`src/rtl/jsrd_pkg.sv`:
```
// jsrd_pkg: shared constants and types for the release-date sorter
// no dependencies; used by jsrd_cell and job_sort_by_release_date_top
package jsrd_pkg;

    localparam int MAX_JOBS   = 64;
    localparam int DATA_WIDTH = 32;
    localparam int FIELD_W    = 32;
    localparam int TDATA_W    = 2 * FIELD_W;

    // one stored job
    typedef struct packed {
        logic                  valid;
        logic [DATA_WIDTH-1:0] key;
        logic [DATA_WIDTH-1:0] val;
    } t_entry;

    // chain-wide control, same for every cell
    typedef struct packed {
        logic                  insert;
        logic                  shift;
        logic [DATA_WIDTH-1:0] new_key;
        logic [DATA_WIDTH-1:0] new_val;
    } t_cell_ctl;

    typedef enum logic [1:0] {
        ST_FILL  = 2'b01,
        ST_DRAIN = 2'b10
    } t_state;

endpackage

```
`src/rtl/jsrd_cell.sv`:
```
// jsrd_cell: one slot of the insertion chain, holds a single key/value pair
// depends on jsrd_pkg
module jsrd_cell
    import jsrd_pkg::*;
(
    input  logic      i_clk,
    input  logic      i_rst_n,
    input  t_cell_ctl i_ctl,
    input  t_entry    i_left,
    input  logic      i_left_gt,
    input  t_entry    i_right,
    output t_entry    o_entry,
    output logic      o_gt
);

    t_entry r_entry;
    t_entry n_entry;

    // empty slot counts as larger than any key, ties stay ahead of the new job
    assign o_gt    = !r_entry.valid || (r_entry.key > i_ctl.new_key);
    assign o_entry = r_entry;

    always_comb begin
        n_entry = r_entry;
        if (i_ctl.shift) begin
            n_entry = i_right;
        end else if (i_ctl.insert && o_gt) begin
            if (i_left_gt) begin
                n_entry = i_left;
            end else begin
                n_entry.valid = 1'b1;
                n_entry.key   = i_ctl.new_key;
                n_entry.val   = i_ctl.new_val;
            end
        end
    end

    always_ff @(posedge i_clk) begin
        if (!i_rst_n) begin
            r_entry.valid <= 1'b0;
        end else begin
            r_entry.valid <= n_entry.valid;
        end
        r_entry.key <= n_entry.key;
        r_entry.val <= n_entry.val;
    end

endmodule

```
`config.mk`:
```
export PLATFORM = sky130hd
export DESIGN_NAME = jsrd_cell
export DESIGN_NICKNAME = d
export VERILOG_FILES = /design/src/rtl/jsrd_pkg.sv /design/src/rtl/jsrd_cell.sv
export SDC_FILE = /design/constraint.sdc
export NUM_CORES = 1
export LEC_CHECK = 0
export ABC_AREA = 1
export BUFFER_PORTS_ARGS = -buffer_cell sky130_fd_sc_hd__buf_2
export CAP_MARGIN = 20
export CORE_MARGIN = 2
export CORE_UTILIZATION = 43
export DETAILED_ROUTE_END_ITERATION = 12
export PLACE_DENSITY = 0.78
export SYNTH_ARGS = -nofsm -noshare
export SYNTH_HDL_FRONTEND = slang
export SYNTH_SLANG_ARGS = --single-unit
```
`constraint.sdc`:
```
create_clock -name i_clk -period 2.9 [get_ports i_clk]
set_input_delay 0.58 -clock i_clk [delete_from_list [all_inputs] [get_ports i_clk]]
set_output_delay 0.58 -clock i_clk [all_outputs]
set_load 0.01 [all_outputs]
```
Yosys cells after proc, flatten, opt, wreduce, memory -nomap -nowiden
Index checks and enable logic that the tools add are counted.
- word-level logic and storage cells: 11
- input port bits: 199
- output and inout bits: 66
- bits in registers: 65
- $lt $le $gt $ge: 1
- muxes and demuxes: 3
- reductions and logical operators: 4
- operators with widths (cell ; number):
    $mux 65 ; 3
    $gt 32x32->1 ; 1
    $reduce_bool 2->1 ; 1
    $logic_and 1x1->1 ; 1
    $logic_not 1->1 ; 1
    $logic_or 1x1->1 ; 1

Depth between registers and ports, before layout
- depth in word-level cells: 5
- gate-level depth with buffers: 18
- depth with buffers taken out: 18

Worst setup path before layout
Ideal clock, no wire load.
- path kind: input to register
- start: input port i_ctl[55] (netlist name)
- end: register r_entry, in the netlist o_entry[0], enable pin
- data required time: 2.505 ns
- setup slack: 0.139 ns
- arrival: 2.367 ns
- stages: 12
- setup time: 0.395 ns
- cell sequence: inv_1 ha_1 nand2_1 nor2_1 nand4_1 nor2_1 nand2_1 nand2_1 nand2_1 nand2_2 nand2_2 nand2_2
- cells in the longest elaborated chain, start to end: 4
- RTL lines (item ; line ; RTL):
    start: declaration ; jsrd_cell.sv:8 ; input t_cell_ctl i_ctl,
    $gt 32x32->1 ; jsrd_cell.sv:20 ; assign o_gt = !r_entry.valid || (r_entry.key > i_ctl.new_key);
    $logic_or 1x1->1 ; jsrd_cell.sv:20 ;
    net o_gt ; jsrd_cell.sv:13 ; output logic o_gt
    $logic_and 1x1->1 ; jsrd_cell.sv:27 ; end else if (i_ctl.insert && o_gt) begin
    $reduce_bool 2->1 (no line) ; n/a ;
    end: declaration ; jsrd_cell.sv:16 ; t_entry r_entry;
The timed path passes the listed nets, and every way through them passes these cells.
A chain may end at the register's enable or synchronous reset.

Final worst setup path
- start: register r_entry, in the netlist o_entry[47]
- end: output port o_gt
- cells in the longest elaborated chain, start to end: 2
- RTL lines (item ; line):
    $gt 32x32->1 ; jsrd_cell.sv:20
    $logic_or 1x1->1 ; jsrd_cell.sv:20
    end: declaration ; jsrd_cell.sv:13
No other way between the ends.

==> results.py <==
metrics = {
    "run_status": {
        "status": "completed",
    },
    "global_route": {
        "antenna_found_initial": 0,
        "grt_pass1_vias": 4123,
        "grt_max_degree": 96,
        "grt_use_total_pct": 23.0,
        "grt_pass1_wl_um": 18700,
        "overflow": 0,
    },
    "finish": {
        "fill_cells": 815,
        "post_layout_nonfiller_instances": 859,
        "largest_reg_flops": 65,
        "stdcell_area_mm2": 0.00582,
        "layout-drive-gt1-share_pct": 39.6,
        "final_common_cell": "buf_2",
        "antenna_cells": 0,
        "area_growth_syn_to_layout_pct": 39.5,
        "layout.nets": 956,
        "final_cell_mix": "264 x buf_2, 103 x nand2_1, 80 x a21oi_1, 64 x edfxtp_1, 48 x nor2_1",
    },
    "critical_path": {
        "required_ns": 2.32,
        "critical_path.max_stage_delay_ns": 0.41,
        "critPathCaptureType": "output pin",
        "worstPathMaxFanout": 2,
        "critPathLaunchType": "flop",
        "crit_top_cell": "nand2_1",
        "cpMaxStageDelayCell": "edfxtp_1",
        "crit_chain": "ha_1 > a21oi_1 > o21ai_0 > a21oi_1 > nand2_1 > nand2_1 > nand2_1 > nand2_1 > nand2_2 > buf_2",
        "arrival_ns": 2.01,
        "crit_family": "compound AO/OA/AOI/OAI gates",
        "worstSetupPathType": "reg -> out",
        "cp_num_buf_inv": 1,
    },
    "sta": {
        "hold-worst-slack_ns": 0.491,
        "finalHoldViolCount": 0,
        "worst_pin_slew_ns": 0.937,
        "slew_violations": 0,
        "finalCritPeriodShare_pct": 89.4,
        "fmax_mhz": 386,
        "finalSetupViolations": 0,
        "grt_setup_unrepaired": "no",
        "finalClockSkew_ns": 0.0120,
        "setup_tns_ns": 0,
        "slew_headroom_pct": 37.5,
        "period_needed_ns": 2.59,
    },
    "drt": {
        "num_vias": 4322,
        "wirelength_um": 12800,
        "drt_pre_antenna_iters": 5,
        "drtIter0Drc": 144,
        "antenna_left": 0,
        "viasPerCell": 5.03,
        "wl_per_cell_um": 14.9,
        "drc_errors": 0,
    },
    "clock_tree": {
        "clk_pin_slew_ns": 0.08,
        "cts_root_buffer": "clkbuf_8",
        "cts_sinks": 65,
        "cts_tree": "done",
        "cts_buffers": 9,
        "clockBufferDepth": 2,
        "post-cts-setup-buffers": 0,
        "clock_latency_ns": 0.34,
        "cts_hold_buf": 0,
        "cts_resized": 0,
        "h-tree-depth": 3,
    },
    "floorplanning": {
        "core_area_mm2": 0.00933,
        "die_w_um": 103,
        "rows": 35,
        "die_area_mm2": 0.0105,
        "start_util_pct": 44.8,
        "ios": 265,
        "die_h_um": 103,
    },
    "pwr": {
        "p_per_area_mw_per_mm2": 498,
        "share_clk_of_total_power_pct": 36.0,
        "peakVddDrop_uv": 247,
        "p_leak_nw": 2.88,
        "p_int_mw": 2.12,
        "p_switching_uw": 787,
        "sw_frac_of_total_pct": 27.1,
        "power_frac_seq_pct": 41.0,
        "combPwrFrac_pct": 23.0,
    },
    "yosys": {
        "synth_edf_count": 64,
        "synth_top_area_share_pct": 46.0,
        "yosysSeqAreaShare_pct": 46.5,
        "yosysTopAreaCell": "edfxtp_1",
        "syn_area_mm2": 0.00418,
        "synth-async-reset-ratio_pct": 0,
        "synth.avg_cell_area_um2": 8.81,
        "synth.distinct_cells": 21,
        "synthCells": 474,
        "ys.flop_type": "edfxtp_1",
        "yosys_warnings": 0,
        "synth_nets": 705,
        "synth_seq_cells": 65,
        "synth_top_cells_by_area": "edfxtp_1 46%, a21oi_1 9.6%, ha_1 9.6%",
    },
    "placement": {
        "port_buffers": 264,
        "globalplace.congestion": 0.812,
        "placed_cells": 843,
        "hpwl_um": 9490,
        "dpl_cell_area_mm2": 0.00556,
    },
    "run": {
        "maxCapViolations": 0,
    },
    "hold_path": {
        "min-delay-path-class": "in -> reg",
    },
}
## power by group through the flow
stage / logic (mW) / registers, mW / clock network [mW]
after detailed placement: 0.667 / 1.21 / 0
final: 0.667 / 1.19 / 1.05
after CTS: 0.671 / 1.19 / 1.06
after floorplan: 0.308 / 1.26 / 0
after global routing: 0.749 / 1.20 / 1.10
after global placement: 0.647 / 1.21 / 0
## worst min-delay path, stage by stage
cell     delay [ns]
buf_2          0.10
o31ai_1        0.07
a21oi_2        0.03
## Yosys cell counts (3+ instances only)
library cell    n
a21oi_1        80
buf_2          14
clkbuf_1       12
edfxtp_1       64
ha_1           32
inv_1          40
nand2_1       103
nand2_2         3
nor2_1         48
o211ai_1       30
o21a_1         31
## per-layer routing
| layer | vias up | track usage, % | wire, um | share of wire, % |
|---|---|---|---|---|
| li1 | 2146 | - | - | - |
| met1 | 1954 | 27.9 | 5010 | 39 |
| met2 | 190 | 39.5 | 6470 | 51 |
| met3 | 32 | 4.54 | 917 | 7.2 |
| met4 | 0 | 10.6 | 369 | 2.9 |
| met5 | - | 0 | 0 | 0 |
## logic make-up (layout without fill, tap and decap cells)
group | Yosys count | count (layout) | synth area share [%]
compound gates | 148 | 148 | 21.7
simple gates | 158 | 158 | 14.6
buf+inv | 71 | 327 | 7.61
fa+ha+maj | 32 | 32 | 9.59
flops | 65 | 65 | 46.5
## per-stage QoR
step	total power, mW	worst slack (ns)	utilization (%)
4_1_cts	2.92	0.257	62.4
6_report	2.90	0.308	62.4
2_1_floorplan	1.57	0.139	-
3_3_place_gp	1.85	0.429	59.6
3_5_place_dp	1.88	0.355	59.6
5_1_grt	3.05	0.0362	62.4
## final cells by class
| type | instances | area (um^2) | area share (%) |
|---|---|---|---|
| multi-input cells | 338 | 1920 | 32.9 |
| flip-flops and latches | 65 | 1940 | 33.3 |
| clock buffers | 10 | 128 | 2.19 |
| inverters | 43 | 175 | 3.01 |
| repair buffers | 268 | 1360 | 23.4 |
| well taps | 129 | 161 | 2.77 |
| clock inverters | 6 | 138 | 2.36 |
## worst paths after layout
kind	endpoint	from	cells after the start	slack, ns
worst max register to register	o_entry[39]	o_entry[47]	14	0.58
worst min-delay path	o_entry[64]	i_rst_n	3	0.49
worst max-delay path	o_gt	o_entry[47]	10	0.31
worst min register to register	o_entry[64]	o_entry[64]	2	0.60
Note: power is estimated with default switching activity, not from simulation.
